## config.mk

```make
export PLATFORM = sky130hd
export DESIGN_NAME = software_timer_table
export DESIGN_NICKNAME = d
export VERILOG_FILES = /design/src/hw/rtl/stt_pkg.sv /design/src/hw/rtl/stt_ram.sv /design/src/hw/rtl/software_timer_table.sv
export SDC_FILE = /design/constraint.sdc
export NUM_CORES = 2
export LEC_CHECK = 0
export BUFFER_PORTS_ARGS = -buffer_cell sky130_fd_sc_hd__clkbuf_2
export CORE_AREA = 2 2 505 507
export DETAILED_ROUTE_END_ITERATION = 16
export DIE_AREA = 0 0 507 509
export PLACE_DENSITY = 0.59
export SLEW_MARGIN = 20
export SYNTH_ARGS = -nofsm -noshare
export SYNTH_HDL_FRONTEND = slang
export SYNTH_SLANG_ARGS = --single-unit
```

## constraint.sdc

```tcl
create_clock -name clk -period 9.6 [get_ports clk]
set_clock_uncertainty 0.15 [all_clocks]
set_input_delay 0.96 -clock clk [delete_from_list [all_inputs] [get_ports clk]]
set_output_delay 0.96 -clock clk [all_outputs]
set_load 0.02 [all_outputs]
```

## src/hw/rtl/stt_pkg.sv

```systemverilog
// stt_pkg: shared constants and types for the software timer table
// no dependencies
package stt_pkg;

  localparam int TIMER_COUNT_DEF   = 16;
  localparam int TIME_BITS_DEF     = 32;
  localparam int PRIORITY_BITS_DEF = 8;
  localparam int STAMP_BITS        = 16;

  localparam logic [2:0] OP_CREATE    = 3'd0;
  localparam logic [2:0] OP_DELETE    = 3'd1;
  localparam logic [2:0] OP_CONFIGURE = 3'd2;
  localparam logic [2:0] OP_START     = 3'd3;
  localparam logic [2:0] OP_STOP      = 3'd4;
  localparam logic [2:0] OP_TICK      = 3'd5;
  localparam logic [2:0] OP_POP       = 3'd6;

  localparam logic [1:0] ERR_NONE        = 2'd0;
  localparam logic [1:0] ERR_ALREADY     = 2'd1;
  localparam logic [1:0] ERR_NOT_CREATED = 2'd2;
  localparam logic [1:0] ERR_STATUS      = 2'd3;

  typedef enum logic [4:0] {
    ST_IDLE  = 5'b00001,
    ST_READ  = 5'b00010,
    ST_MOD   = 5'b00100,
    ST_SCAN  = 5'b01000,
    ST_DONE  = 5'b10000
  } state_t;

endpackage

```

## src/hw/rtl/stt_ram.sv

```systemverilog
// stt_ram: generic single-port-write, single-read synchronous ram
// registered read, no dependencies
module stt_ram #(
  parameter int WIDTH = 8,
  parameter int DEPTH = 16
) (
  input  logic                     clk,
  input  logic                     we,
  input  logic [$clog2(DEPTH)-1:0] waddr,
  input  logic [WIDTH-1:0]         wdata,
  input  logic [$clog2(DEPTH)-1:0] raddr,
  output logic [WIDTH-1:0]         rdata
);
  logic [WIDTH-1:0] mem [DEPTH];

  always_ff @(posedge clk) begin
    if (we) begin
      mem[waddr] <= wdata;
    end
    rdata <= mem[raddr];
  end
endmodule

```

## src/hw/rtl/software_timer_table.sv

```systemverilog
// software_timer_table: table of one-shot/periodic timers in an entry memory
// uses stt_pkg and stt_ram
//
// Usage: drive in_* and raise start while busy is low; that edge takes the
// transaction. The block raises busy and answers with exactly one result on
// out_* marked by out_valid for one cycle; the receiver cannot stall.
// Create/delete/configure/start/stop read the entry memory, modify, write
// back and answer. Tick and pop sweep the entry memory one entry per cycle.
// Status bits (created, active, queued, mode) sit in flip-flops that reset
// clears; period, match, priority, expiry time and queue stamp sit in the
// memory and need no clearing. Pop finds its winner during the sweep and
// reads the winner's expiry in the final cycle from a registered copy.
// After reset the block is idle and ready at once.
// One transaction at a time; busy is high from acceptance until the result.
module software_timer_table #(
  parameter int TIMER_COUNT   = stt_pkg::TIMER_COUNT_DEF,
  parameter int TIME_BITS     = stt_pkg::TIME_BITS_DEF,
  parameter int PRIORITY_BITS = stt_pkg::PRIORITY_BITS_DEF
) (
  input  logic        clk,
  input  logic        rst_n,
  input  logic        start,
  output logic        busy,
  input  logic [2:0]  in_opcode,
  input  logic [3:0]  in_timer_index,
  input  logic [1:0]  in_mode,
  input  logic [31:0] in_period_ticks,
  input  logic [31:0] in_lag_ticks,
  input  logic [7:0]  in_priority_req,
  output logic        out_valid,
  output logic        out_ok,
  output logic [1:0]  out_error_code,
  output logic [4:0]  out_expired_count,
  output logic        out_expire_pending,
  output logic        out_popped_valid,
  output logic [3:0]  out_popped_index,
  output logic [31:0] out_drift_ticks
);
  localparam int IW = (TIMER_COUNT > 1) ? $clog2(TIMER_COUNT) : 1;
  localparam int CW = $clog2(TIMER_COUNT + 1);
  localparam int SB = stt_pkg::STAMP_BITS;
  localparam int EW = 3 * TIME_BITS + PRIORITY_BITS + SB;
  localparam logic [TIME_BITS-1:0] TMAX = '1;

  stt_pkg::state_t state_r, state_nxt;

  logic [2:0]            op_r, op_nxt;
  logic [IW-1:0]         idx_r, idx_nxt;
  logic                  exists_r, exists_nxt;
  logic [1:0]            mode_in_r, mode_in_nxt;
  logic [TIME_BITS-1:0]  per_in_r, per_in_nxt;
  logic [TIME_BITS-1:0]  lag_in_r, lag_in_nxt;
  logic [PRIORITY_BITS-1:0] pri_in_r, pri_in_nxt;

  logic [TIME_BITS-1:0]  time_r, time_nxt;
  logic [SB-1:0]         stamp_r, stamp_nxt;
  logic [TIMER_COUNT-1:0] ready_r, ready_nxt;
  logic [TIMER_COUNT-1:0] active_r, active_nxt;
  logic [TIMER_COUNT-1:0] queued_r, queued_nxt;
  logic [1:0]            emode_r [TIMER_COUNT];
  logic [1:0]            emode_nxt [TIMER_COUNT];

  logic [IW-1:0]         rptr_r, rptr_nxt;
  logic [CW-1:0]         rcnt_r, rcnt_nxt;
  logic                  rvalid_r, rvalid_nxt;
  logic [IW-1:0]         cptr_r, cptr_nxt;
  logic [CW-1:0]         count_r, count_nxt;

  logic                  found_r, found_nxt;
  logic [IW-1:0]         best_r, best_nxt;
  logic [PRIORITY_BITS-1:0] bpri_r, bpri_nxt;
  logic [SB-1:0]         bage_r, bage_nxt;
  logic [TIME_BITS-1:0]  bexp_r, bexp_nxt;

  logic                  ok_r, ok_nxt;
  logic [1:0]            err_r, err_nxt;
  logic                  ovalid_r, ovalid_nxt;
  logic                  opv_r, opv_nxt;
  logic [3:0]            opidx_r, opidx_nxt;
  logic [31:0]           drift_r, drift_nxt;
  logic [4:0]            ocnt_r, ocnt_nxt;
  logic                  opend_r, opend_nxt;

  logic                  we;
  logic [IW-1:0]         waddr, raddr;
  logic [EW-1:0]         wdata, rdata;

  logic [TIME_BITS-1:0]  e_per, e_match, e_exp;
  logic [PRIORITY_BITS-1:0] e_pri;
  logic [SB-1:0]         e_stamp;
  logic [TIME_BITS-1:0]  w_per, w_match, w_exp;
  logic [PRIORITY_BITS-1:0] w_pri;
  logic [SB-1:0]         w_stamp;
  logic [SB-1:0]         age;
  logic [TIME_BITS-1:0]  drift_full;

  assign {e_per, e_match, e_exp, e_pri, e_stamp} = rdata;
  assign wdata = {w_per, w_match, w_exp, w_pri, w_stamp};
  assign age = stamp_r - e_stamp;

  stt_ram #(.WIDTH(EW), .DEPTH(TIMER_COUNT)) u_entry_ram (
    .clk   (clk),
    .we    (we),
    .waddr (waddr),
    .wdata (wdata),
    .raddr (raddr),
    .rdata (rdata)
  );

  always_comb begin
    state_nxt   = state_r;
    op_nxt      = op_r;
    idx_nxt     = idx_r;
    exists_nxt  = exists_r;
    mode_in_nxt = mode_in_r;
    per_in_nxt  = per_in_r;
    lag_in_nxt  = lag_in_r;
    pri_in_nxt  = pri_in_r;
    time_nxt    = time_r;
    stamp_nxt   = stamp_r;
    ready_nxt   = ready_r;
    active_nxt  = active_r;
    queued_nxt  = queued_r;
    emode_nxt   = emode_r;
    rptr_nxt    = rptr_r;
    rcnt_nxt    = rcnt_r;
    rvalid_nxt  = 1'b0;
    cptr_nxt    = cptr_r;
    count_nxt   = count_r;
    found_nxt   = found_r;
    best_nxt    = best_r;
    bpri_nxt    = bpri_r;
    bage_nxt    = bage_r;
    bexp_nxt    = bexp_r;
    ok_nxt      = ok_r;
    err_nxt     = err_r;
    ovalid_nxt  = 1'b0;
    opv_nxt     = 1'b0;
    opidx_nxt   = '0;
    drift_nxt   = '0;
    ocnt_nxt    = '0;
    opend_nxt   = opend_r;
    we          = 1'b0;
    waddr       = cptr_r;
    raddr       = rptr_r;
    w_per       = e_per;
    w_match     = e_match;
    w_exp       = e_exp;
    w_pri       = e_pri;
    w_stamp     = e_stamp;
    drift_full  = '0;

    unique case (state_r)
      stt_pkg::ST_IDLE: begin
        if (start && !busy) begin
          op_nxt      = in_opcode;
          exists_nxt  = 32'(in_timer_index) < TIMER_COUNT;
          idx_nxt     = IW'(in_timer_index);
          mode_in_nxt = in_mode;
          per_in_nxt  = TIME_BITS'(in_period_ticks);
          lag_in_nxt  = TIME_BITS'(in_lag_ticks);
          pri_in_nxt  = PRIORITY_BITS'(in_priority_req);
          ok_nxt      = 1'b0;
          err_nxt     = stt_pkg::ERR_NONE;
          count_nxt   = '0;
          found_nxt   = 1'b0;
          if (in_opcode == stt_pkg::OP_TICK || in_opcode == stt_pkg::OP_POP) begin
            if (in_opcode == stt_pkg::OP_TICK) begin
              time_nxt = time_r + 1'b1;
            end
            rptr_nxt   = '0;
            rcnt_nxt   = CW'(1);
            rvalid_nxt = 1'b1;
            cptr_nxt   = '0;
            raddr      = '0;
            state_nxt  = stt_pkg::ST_SCAN;
          end else begin
            raddr     = IW'(in_timer_index);
            state_nxt = stt_pkg::ST_READ;
          end
        end
      end
      stt_pkg::ST_READ: begin
        raddr     = idx_r;
        state_nxt = stt_pkg::ST_MOD;
      end
      stt_pkg::ST_MOD: begin
        waddr = idx_r;
        priority case (op_r)
          stt_pkg::OP_CREATE: begin
            if (!exists_r) begin
              err_nxt = stt_pkg::ERR_NOT_CREATED;
            end else if (ready_r[idx_r]) begin
              err_nxt = stt_pkg::ERR_ALREADY;
            end else begin
              ok_nxt            = 1'b1;
              ready_nxt[idx_r]  = 1'b1;
              active_nxt[idx_r] = 1'b0;
              queued_nxt[idx_r] = 1'b0;
              emode_nxt[idx_r]  = mode_in_r;
              we      = 1'b1;
              w_per   = per_in_r;
              w_pri   = pri_in_r;
              w_match = '0;
              w_exp   = '0;
            end
          end
          stt_pkg::OP_DELETE, stt_pkg::OP_CONFIGURE,
          stt_pkg::OP_START, stt_pkg::OP_STOP: begin
            if (!exists_r || !ready_r[idx_r]) begin
              err_nxt = stt_pkg::ERR_NOT_CREATED;
            end else if ((op_r == stt_pkg::OP_STOP) != active_r[idx_r]) begin
              err_nxt = stt_pkg::ERR_STATUS;
            end else begin
              ok_nxt = 1'b1;
              priority case (op_r)
                stt_pkg::OP_DELETE: begin
                  ready_nxt[idx_r]  = 1'b0;
                  active_nxt[idx_r] = 1'b0;
                  queued_nxt[idx_r] = 1'b0;
                  emode_nxt[idx_r]  = '0;
                end
                stt_pkg::OP_CONFIGURE: begin
                  we    = 1'b1;
                  w_per = per_in_r;
                  w_pri = pri_in_r;
                end
                stt_pkg::OP_START: begin
                  we      = 1'b1;
                  w_match = time_r + e_per + lag_in_r;
                  active_nxt[idx_r] = 1'b1;
                end
                default: begin
                  queued_nxt[idx_r] = 1'b0;
                  active_nxt[idx_r] = 1'b0;
                end
              endcase
            end
          end
          default: begin
          end
        endcase
        state_nxt = stt_pkg::ST_DONE;
      end
      stt_pkg::ST_SCAN: begin
        if (32'(rcnt_r) < TIMER_COUNT) begin
          rptr_nxt   = rptr_r + 1'b1;
          raddr      = rptr_r + 1'b1;
          rcnt_nxt   = rcnt_r + 1'b1;
          rvalid_nxt = 1'b1;
        end
        if (rvalid_r) begin
          cptr_nxt = cptr_r + 1'b1;
          if (op_r == stt_pkg::OP_TICK) begin
            if (ready_r[cptr_r] && active_r[cptr_r] && e_match == time_r) begin
              we = 1'b1;
              if (!queued_r[cptr_r]) begin
                queued_nxt[cptr_r] = 1'b1;
                w_exp     = e_match;
                w_stamp   = stamp_r;
                stamp_nxt = stamp_r + 1'b1;
                count_nxt = count_r + 1'b1;
              end
              if (emode_r[cptr_r][0]) begin
                w_match = e_match + e_per;
              end else begin
                active_nxt[cptr_r] = 1'b0;
              end
            end
          end else if (queued_r[cptr_r]) begin
            if (!found_r || e_pri < bpri_r || (e_pri == bpri_r && age > bage_r)) begin
              found_nxt = 1'b1;
              best_nxt  = cptr_r;
              bpri_nxt  = e_pri;
              bage_nxt  = age;
              bexp_nxt  = e_exp;
            end
          end
        end else begin
          state_nxt = stt_pkg::ST_DONE;
        end
      end
      stt_pkg::ST_DONE: begin
        ovalid_nxt = 1'b1;
        if (op_r == stt_pkg::OP_TICK) begin
          ok_nxt   = 1'b1;
          ocnt_nxt = 5'(count_r);
        end else if (op_r == stt_pkg::OP_POP && found_r) begin
          ok_nxt    = 1'b1;
          opv_nxt   = 1'b1;
          opidx_nxt = 4'(best_r);
          queued_nxt[best_r] = 1'b0;
          if (emode_r[best_r][1]) begin
            if (time_r >= bexp_r) begin
              drift_full = time_r - bexp_r;
            end else begin
              drift_full = TMAX - bexp_r + time_r;
            end
            drift_nxt = 32'(drift_full);
          end
        end
        opend_nxt = |queued_nxt;
        state_nxt = stt_pkg::ST_IDLE;
      end
      default: begin
        state_nxt = stt_pkg::ST_IDLE;
      end
    endcase
  end

  always_ff @(posedge clk) begin
    if (!rst_n) begin
      state_r  <= stt_pkg::ST_IDLE;
      time_r   <= '0;
      stamp_r  <= '0;
      ready_r  <= '0;
      active_r <= '0;
      queued_r <= '0;
      for (int i = 0; i < TIMER_COUNT; i++) begin
        emode_r[i] <= '0;
      end
      rvalid_r <= 1'b0;
      ovalid_r <= 1'b0;
      opend_r  <= 1'b0;
    end else begin
      state_r  <= state_nxt;
      time_r   <= time_nxt;
      stamp_r  <= stamp_nxt;
      ready_r  <= ready_nxt;
      active_r <= active_nxt;
      queued_r <= queued_nxt;
      emode_r  <= emode_nxt;
      rvalid_r <= rvalid_nxt;
      ovalid_r <= ovalid_nxt;
      opend_r  <= opend_nxt;
    end
    op_r      <= op_nxt;
    idx_r     <= idx_nxt;
    exists_r  <= exists_nxt;
    mode_in_r <= mode_in_nxt;
    per_in_r  <= per_in_nxt;
    lag_in_r  <= lag_in_nxt;
    pri_in_r  <= pri_in_nxt;
    rptr_r    <= rptr_nxt;
    rcnt_r    <= rcnt_nxt;
    cptr_r    <= cptr_nxt;
    count_r   <= count_nxt;
    found_r   <= found_nxt;
    best_r    <= best_nxt;
    bpri_r    <= bpri_nxt;
    bage_r    <= bage_nxt;
    bexp_r    <= bexp_nxt;
    ok_r      <= ok_nxt;
    err_r     <= err_nxt;
    opv_r     <= opv_nxt;
    opidx_r   <= opidx_nxt;
    drift_r   <= drift_nxt;
    ocnt_r    <= ocnt_nxt;
  end

  assign busy               = (state_r != stt_pkg::ST_IDLE) || ovalid_r;
  assign out_valid          = ovalid_r;
  assign out_ok             = ok_r;
  assign out_error_code     = err_r;
  assign out_expired_count  = ocnt_r;
  assign out_expire_pending = opend_r;
  assign out_popped_valid   = opv_r;
  assign out_popped_index   = opidx_r;
  assign out_drift_ticks    = drift_r;
endmodule

```

---- After elaboration in Yosys (flattened, before gate mapping) ----
Memories as Yosys holds them, arrays and structs flattened. A register that Yosys moved wholly into a read port is not among the register bits.
Index checks and enable logic that the tools add are counted.
operators by class
  add/subtract/negate cells ............... 13
  magnitude comparators ................... 14
  eq/ne operators ......................... 42
  multiplexer cells ....................... 153
  bitwise operators ....................... 21
  reduce and logical (&&, ||, !) cells .... 45
operators with widths
  cell                                                             number
  32-bit 2-to-1 mux                                                24
  16-bit 2-to-1 mux                                                27
  32-bit case mux with 2 select lines                              5
  16-bit case mux with 2 select lines                              5
  32-bit adder                                                     4
  16-bit bitwise AND                                               5
  5-bit 2-to-1 mux                                                 10
  16-bit inverter                                                  3
  16-bit bitwise OR                                                3
  16-bit case mux with 3 select lines                              1
  8-bit 2-to-1 mux                                                 5
  1-bit 2-to-1 mux                                                 34
  32-bit by 1-bit adder with 32-bit output, second input constant  1
  32-bit bitwise AND                                               1
  32-bit bitwise mux                                               1
  32-bit equality test                                             1
  32-bit greater-or-equal comparator                               1
  4-bit 2-to-1 mux                                                 8
  2-bit != test, second input constant                             16
  32-bit inverter                                                  1
  32-bit subtractor                                                1
  32-bit subtractor, first input constant                          1
  3-bit != test, second input constant                             7
  1-bit binary-select mux with 4-bit select                        5
  other kinds (55)                                                 118
word-level totals
  register bits after elaboration ......... 341
  RAM bits ................................ 1920
  bits of input ports ..................... 84
  logic and storage cells ................. 335
  memories kept ........................... 1
memory list
  name             words  width  rd ports  clocked after memory_dff  wr ports  line           text
  u_entry_ram.mem  16     120    1         1                         1         stt_ram.sv:14  logic [WIDTH-1:0] mem [DEPTH];

---- Logic depth before layout (Yosys ltp) ----
  depth in word-level cells ............... 11
  depth in mapped cells ................... 23

---- Cells and area by module ----
A second synthesis with hierarchy kept.
second synthesis, totals
  cell total of the unflattened synthesis .. 5626
  area, all modules ....................... 97263.3 sq um
modules (own cells, without submodules)
  module                instances  cells each  area each (sq um)  seq. area each (sq um)
  stt_ram               1          3066        74008.5            60057.6
  software_timer_table  1          2560        23254.8            8458.1

---- Least setup slack after synthesis ----
Ideal clock, no wire load.
  path type ............................... register -> register
  from .................................... reg idx_r[0]
  to ...................................... mem u_entry_ram.mem[12][0] (netlist name), enable pin
  data arrival time ....................... 7.378 ns
  path slack .............................. 1.471 ns
  stages on the path, launching flop included .. 10
  path buffers ............................ 1
  clock period less this slack ............ 8.129 ns
  cell sequence ........................... edfxtp_1 -> buf_6 -> mux4_2 -> mux4_2 -> nor2b_2 -> nand2_1 -> nand2_1 -> a22oi_1 -> or2_2 -> nor2_1
between the ends
  longest elaborated chain between the ends .. 9
RTL lines
  what                                       line                         text
  start, declared                            software_timer_table.sv:48   logic [IW-1:0] idx_r, idx_nxt;
  start signal, assigned                     software_timer_table.sv:338  idx_r <= idx_nxt;
  1-bit binary-select mux with 4-bit select  software_timer_table.sv:212  end else if ((op_r == stt_pkg::OP_STOP) != active_r[idx_r]) begin
  1-bit 2-to-1 mux (implied by the code)     software_timer_table.sv:212
  1-bit != test                              software_timer_table.sv:212
  1-bit 2-to-1 mux                           software_timer_table.sv:212
  1-bit 2-to-1 mux                           software_timer_table.sv:210  if (!exists_r || !ready_r[idx_r]) begin
  1-bit case mux with 2 select lines         software_timer_table.sv:189  priority case (op_r)
  1-bit case mux with 2 select lines         software_timer_table.sv:153  unique case (state_r)
  1-bit 2-to-1 mux                           stt_ram.sv:17                if (we) begin
  1-bit 2-to-1 mux (implied by the code)     stt_ram.sv:18                mem[waddr] <= wdata;
  end, declared                              stt_ram.sv:14
Several ways; a longest one is shown, not always the timed one. The select of a mux whose other input is x is not followed.

---- Worst setup path after layout ----
  from .................................... reg u_entry_ram.rdata[1], read port of u_entry_ram.mem
  to ...................................... reg found_r, enable pin
between the ends
  longest elaborated chain between the ends .. 6
RTL lines
  what                           line                         text
  start, declared                stt_ram.sv:12                output logic [WIDTH-1:0] rdata
  16-bit subtractor              software_timer_table.sv:99   assign age = stamp_r - e_stamp;
  via age[15]                    software_timer_table.sv:94   logic [SB-1:0] age;
  16-bit > comparator            software_timer_table.sv:271  if (!found_r || e_pri < bpri_r || (e_pri == bpri_r && age > bage_r)) begin
  1-bit logical AND              software_timer_table.sv:271
  1-bit logical OR               software_timer_table.sv:271
  2-bit != test (no line)        --
  6-bit AND reduction (no line)  --
  end signal, assigned           software_timer_table.sv:348  found_r <= found_nxt;
  end, declared                  software_timer_table.sv:69   logic found_r, found_nxt;
The timed path passes the listed nets, and every way through them passes these cells.
A chain may end at the register's enable or synchronous reset.

==> flow_summary.toml <==
[sta]
max_clock_freq_mhz = 170
max_slew_margin = 0.204
rsz0062_at_grt = "no"
final_hold_viol_count = 0
fin_crit_ns = 5.90
setup_tns_ns = 0
worst-slew-pin-transition_ns = 1.19
final_max_slew_viol_count = 0
min_period_over_period = 0.614
postLayoutSetupSlackWorst_ns = 3.70
setup-violations-final = 0

[setup_path]
critPathLaunchType = "register"
cp_cell_sequence = "inv_1 > ha_1 > nor2b_1 > o21ai_0 > nand2b_1 > a21o_1 > a21o_1 > a21o_1 > a41o_1 > o41ai_1 > o2111ai_1 > a21oi_1 > xnor2_1 > ha_1 > nand4_1 > nor2_1 > o21ai_0 > a211o_1 > a31oi_4 > buf_4 > or2_2"
cp_data_arrival_time_ns = 6.35
timing.critical_path.slowest_stage_cell = "buf_4"
critPathKind = "reg2reg"
critical_path.max_stage_delay_ns = 0.79
cp-end-kind = "register"
worst_path_dominant_cell_family = "compound AO/OA/AOI/OAI gates"
rr_startpoint = "u_entry_ram.rdata[1]$_DFF_P_"
reg2reg_capture_point = "found_r$_DFFE_PP_"
critPathMostFrequentCell = "a21o_1"
worstPathBufferInverterCount = 2
timing.reg2reg.worst_path_depth = 21
cp_max_fo = 57
worst-r2r-setup-slack_ns = 3.70
worst_ep_required_time_ns = 10.06

[route]
detail_route.iter0.violations = 6651
drt_first_pass_iters = 5
avgViaCountPerCell = 5.69
drt.antenna.violating_nets = 0
drt-wirelength-per-cell_um = 24.9
remaining_drc_errors = 0
routed_wl_um = 283000
detailroute.via_count = 64600

[clock_network]
ctsHoldBuffers = 37
number_of_setup_buffers_added_after_cts = 0
clkSinkCount = 2381
cts_max_level = 5
ctsRootBufferMaster = "clkbuf_16"
tritoncts = "done"
path_clk_slew_ns = 0.06
clockBufferDepth = 4
post_cts_resized = 0
clkLatencyLatePin_ns = 0.93
numCtsBuffers = 276

[global_route]
antenna_found_initial = 15
wire_length_of_the_first_global_routing_pass_um = 413000
met2_track_utilization_from_global_routing = 0.342
grt_pass1_vias = 61700
grt_util_met3 = 0.0322
global_route.peak_usage_layer = "met2"
grt_start_max_net_pins = 218
global_route.overflow_total = 0
groute.layer.met1.usage = 0.302
track_usage = 0.214

[worst_hold_path]
hold_end = "per_in_r[24]$_DFFE_PP_"
hold_path_depth = 1
worst_hold_startpoint = "in_period_ticks[24]"
timing.hold.worst.class = "in2reg"

[floorplanning]
chipWidth_um = 507
io_pins = 132
floorplan.core_area_sq_um = 253000
die_h_um = 509
fp-row-count = 185
die-area_sq_um = 258000
initial_utilization = 0.398

[power]
power.static_leakage_nw = 38.2
vdd_ir_drop_max_mv = 0.194
power.net_switching_mw = 7.96
p_int_mw = 19.8
power_switching_share = 0.286
seq_power_share = 0.463
power.share.combinational = 0.183
power.clock.fraction = 0.354
cellPowerDensity_nw_per_um2 = 245

[logic_synthesis]
synth_fp_nets = 7992
number_of_storage_elements_in_the_synthesis_netlist = 2381
synth_area_per_cell_sq_um = 13.0
synth-edff-count = 2083
yosys.cell_types.count = 86
asyncSetResetFlopFracSynth = 0
synth_area_sq_um = 101000
ys_warn_count = 0
synthFlopType = "edfxtp_1"
seq_area_frac_synth = 0.681
syn_inst = 7730

[place]
dp_hpwl_um = 154000
dpl_worst_slack_ns = 3.68
routabilityCongestion = 0.932
port-buffer-count = 131

[final_layout]
finish.net_count = 8040
flow.area_growth_from_synthesis_pct = 13.1
fill_cells = 22500
post_route_cells_drive_above_1_share = 0.0931

[job]
maxcap_violations = 0

[outcome]
run_status = "completed"
## logic make-up after synthesis
kind of cell,after synthesis,share of synthesized area
adder cells (fa/ha/maj),178,0.0248
multiplexers,127,0.0169
flip-flops,2381,0.681
buffers and inverters,631,0.0239
XOR/XNOR,177,0.0154
AO/OA/AOI/OAI,1884,0.128
AND/OR/NAND/NOR,2352,0.110
## per-layer routing
metal / share of wire / routed length [um]
met1: 0.44 / 125000
met2: 0.47 / 132000
met3: 0.068 / 19300
met4: 0.025 / 7000
met5: 0.00011 / 32
## worst reg2reg max path, stage by stage, from the launching register on
cell and delay [ns]:
dfxtp_1 0.38, inv_1 0.07, ha_1 0.26, nor2b_1 0.13
o21ai_0 0.15, nand2b_1 0.11, a21o_1 0.19, a21o_1 0.19
a21o_1 0.19, a41o_1 0.26, o41ai_1 0.69, o2111ai_1 0.22
a21oi_1 0.21, xnor2_1 0.11, ha_1 0.31, nand4_1 0.11
nor2_1 0.13, o21ai_0 0.10, a211o_1 0.34, a31oi_4 0.25
buf_4 0.79, or2_2 0.29
## placed cells by master, fill, tap and decap left out, types with 20 or more instances in the layout
cell	n
xor2_1	61
o21ai_0	101
nor3_1	39
a22oi_1	20
mux2_2	43
clkinv_1	37
a211oi_1	610
nand3_1	78
buf_4	84
and3_1	29
fa_1	36
buf_12	27
clkbuf_2	130
a21oi_1	374
nand2_1	1256
a31oi_1	264
mux2i_1	54
nand4_1	47
clkbuf_16	279
o21ai_1	57
xnor2_1	115
inv_1	115
dfxtp_1	298
and2_0	228
a311oi_1	246
edfxtp_1	2083
and2_1	321
ha_1	142
nand2b_1	27
clkbuf_1	67
clkinv_2	37
nor2_1	169
dlygate4sd3_1	37
mux4_2	30
nor2b_1	73
a21o_1	71
## registers in the layout, summed over array words and instances, names as in the netlist, 8 cells and up, named ones only
name / count
pri_in_r: 8
emode_r: 32
u_entry_ram.rdata: 120
queued_r: 16
bpri_r: 8
lag_in_r: 32
u_entry_ram.mem: 1920
bage_r: 16
stamp_r: 16
time_r: 32
bexp_r: 32
per_in_r: 32
out_drift_ticks: 32
## Yosys cell counts (10+ instances only)
| library cell | number | area share |
|---|---|---|
| and2_0 | 228 | 0.014 |
| nor3_1 | 39 | 0.0019 |
| o211ai_1 | 16 | 0.0012 |
| xnor2_1 | 116 | 0.010 |
| nand2b_1 | 27 | 0.0017 |
| mux4_2 | 30 | 0.0067 |
| a211oi_1 | 610 | 0.046 |
| a21boi_1 | 14 | 0.0010 |
| fa_1 | 36 | 0.0072 |
| o21bai_1 | 15 | 0.0011 |
| a21o_1 | 71 | 0.0053 |
| a22oi_1 | 20 | 0.0015 |
| nand3_1 | 79 | 0.0039 |
| and3_1 | 29 | 0.0018 |
| a21boi_0 | 10 | 0.00075 |
| buf_1 | 33 | 0.0012 |
| or3_1 | 17 | 0.0011 |
| inv_1 | 115 | 0.0043 |
| nand2_1 | 1261 | 0.047 |
| buf_2 | 18 | 0.00090 |
| mux2i_1 | 54 | 0.0054 |
| nor2b_1 | 73 | 0.0045 |
| nor2_1 | 187 | 0.0070 |
| dfxtp_1 | 298 | 0.059 |
| a311oi_1 | 246 | 0.021 |
| edfxtp_1 | 2083 | 0.62 |
| o21ai_1 | 61 | 0.0030 |
| o21a_1 | 15 | 0.0011 |
| nand4_1 | 47 | 0.0029 |
| o21ai_0 | 103 | 0.0051 |
| mux2_2 | 43 | 0.0048 |
| and2_1 | 322 | 0.020 |
| clkbuf_1 | 461 | 0.017 |
| a21oi_1 | 375 | 0.019 |
| xor2_1 | 61 | 0.0053 |
| a31oi_1 | 265 | 0.016 |
| ha_1 | 142 | 0.018 |
## per-stage QoR
step	instances	hold slack (ns)	utilization	area (sq um)	total power, mW
after floorplan	7730	0.258	-	101000	16.4
after global placement	10800	0.267	0.415	105000	17.9
after detailed placement	10800	0.267	0.415	105000	18.1
after CTS	11300	0.00211	0.449	114000	27.9
after global routing	11300	0.0338	0.450	114000	28.9
final	11300	0.0796	0.450	114000	27.8
## layout make-up
class | instances | area, sq um | share of cell area
antenna | 10 | 25.0 | 0.000220
clock buffer | 359 | 7410 | 0.0652
clock inverter | 110 | 965 | 0.00848
inverter | 117 | 442 | 0.00388
multi-input combinational | 4718 | 29900 | 0.263
sequential | 2381 | 68500 | 0.603
tap | 3366 | 4210 | 0.0370
timing repair buffer | 284 | 2230 | 0.0197
## worst max-delay path by stage
stage,from,to,slack [ns],cells after the start
floorplan,idx_r[0]$_DFFE_PP_,u_entry_ram.mem[12][0]$_DFFE_PP_,1.47,9
global placement,u_entry_ram.rdata[1]$_DFF_P_,found_r$_DFFE_PP_,3.66,21
detailed placement,u_entry_ram.rdata[1]$_DFF_P_,found_r$_DFFE_PP_,3.68,21
CTS,u_entry_ram.rdata[1]$_DFF_P_,found_r$_DFFE_PP_,3.62,21
global route,u_entry_ram.rdata[1]$_DFF_P_,found_r$_DFFE_PP_,3.25,21
finish,u_entry_ram.rdata[1]$_DFF_P_,found_r$_DFFE_PP_,3.70,21
## power groups by stage
stage	registers, mW	clock network, mW	logic, mW
after global placement	13.1	0	4.87
after floorplan	12.7	0	3.62
after CTS	12.9	10.0	5.02
after global routing	12.9	10.4	5.63
final	12.9	9.84	5.10
after detailed placement	13.1	0	4.98
Power figures use the tool's default switching activity.
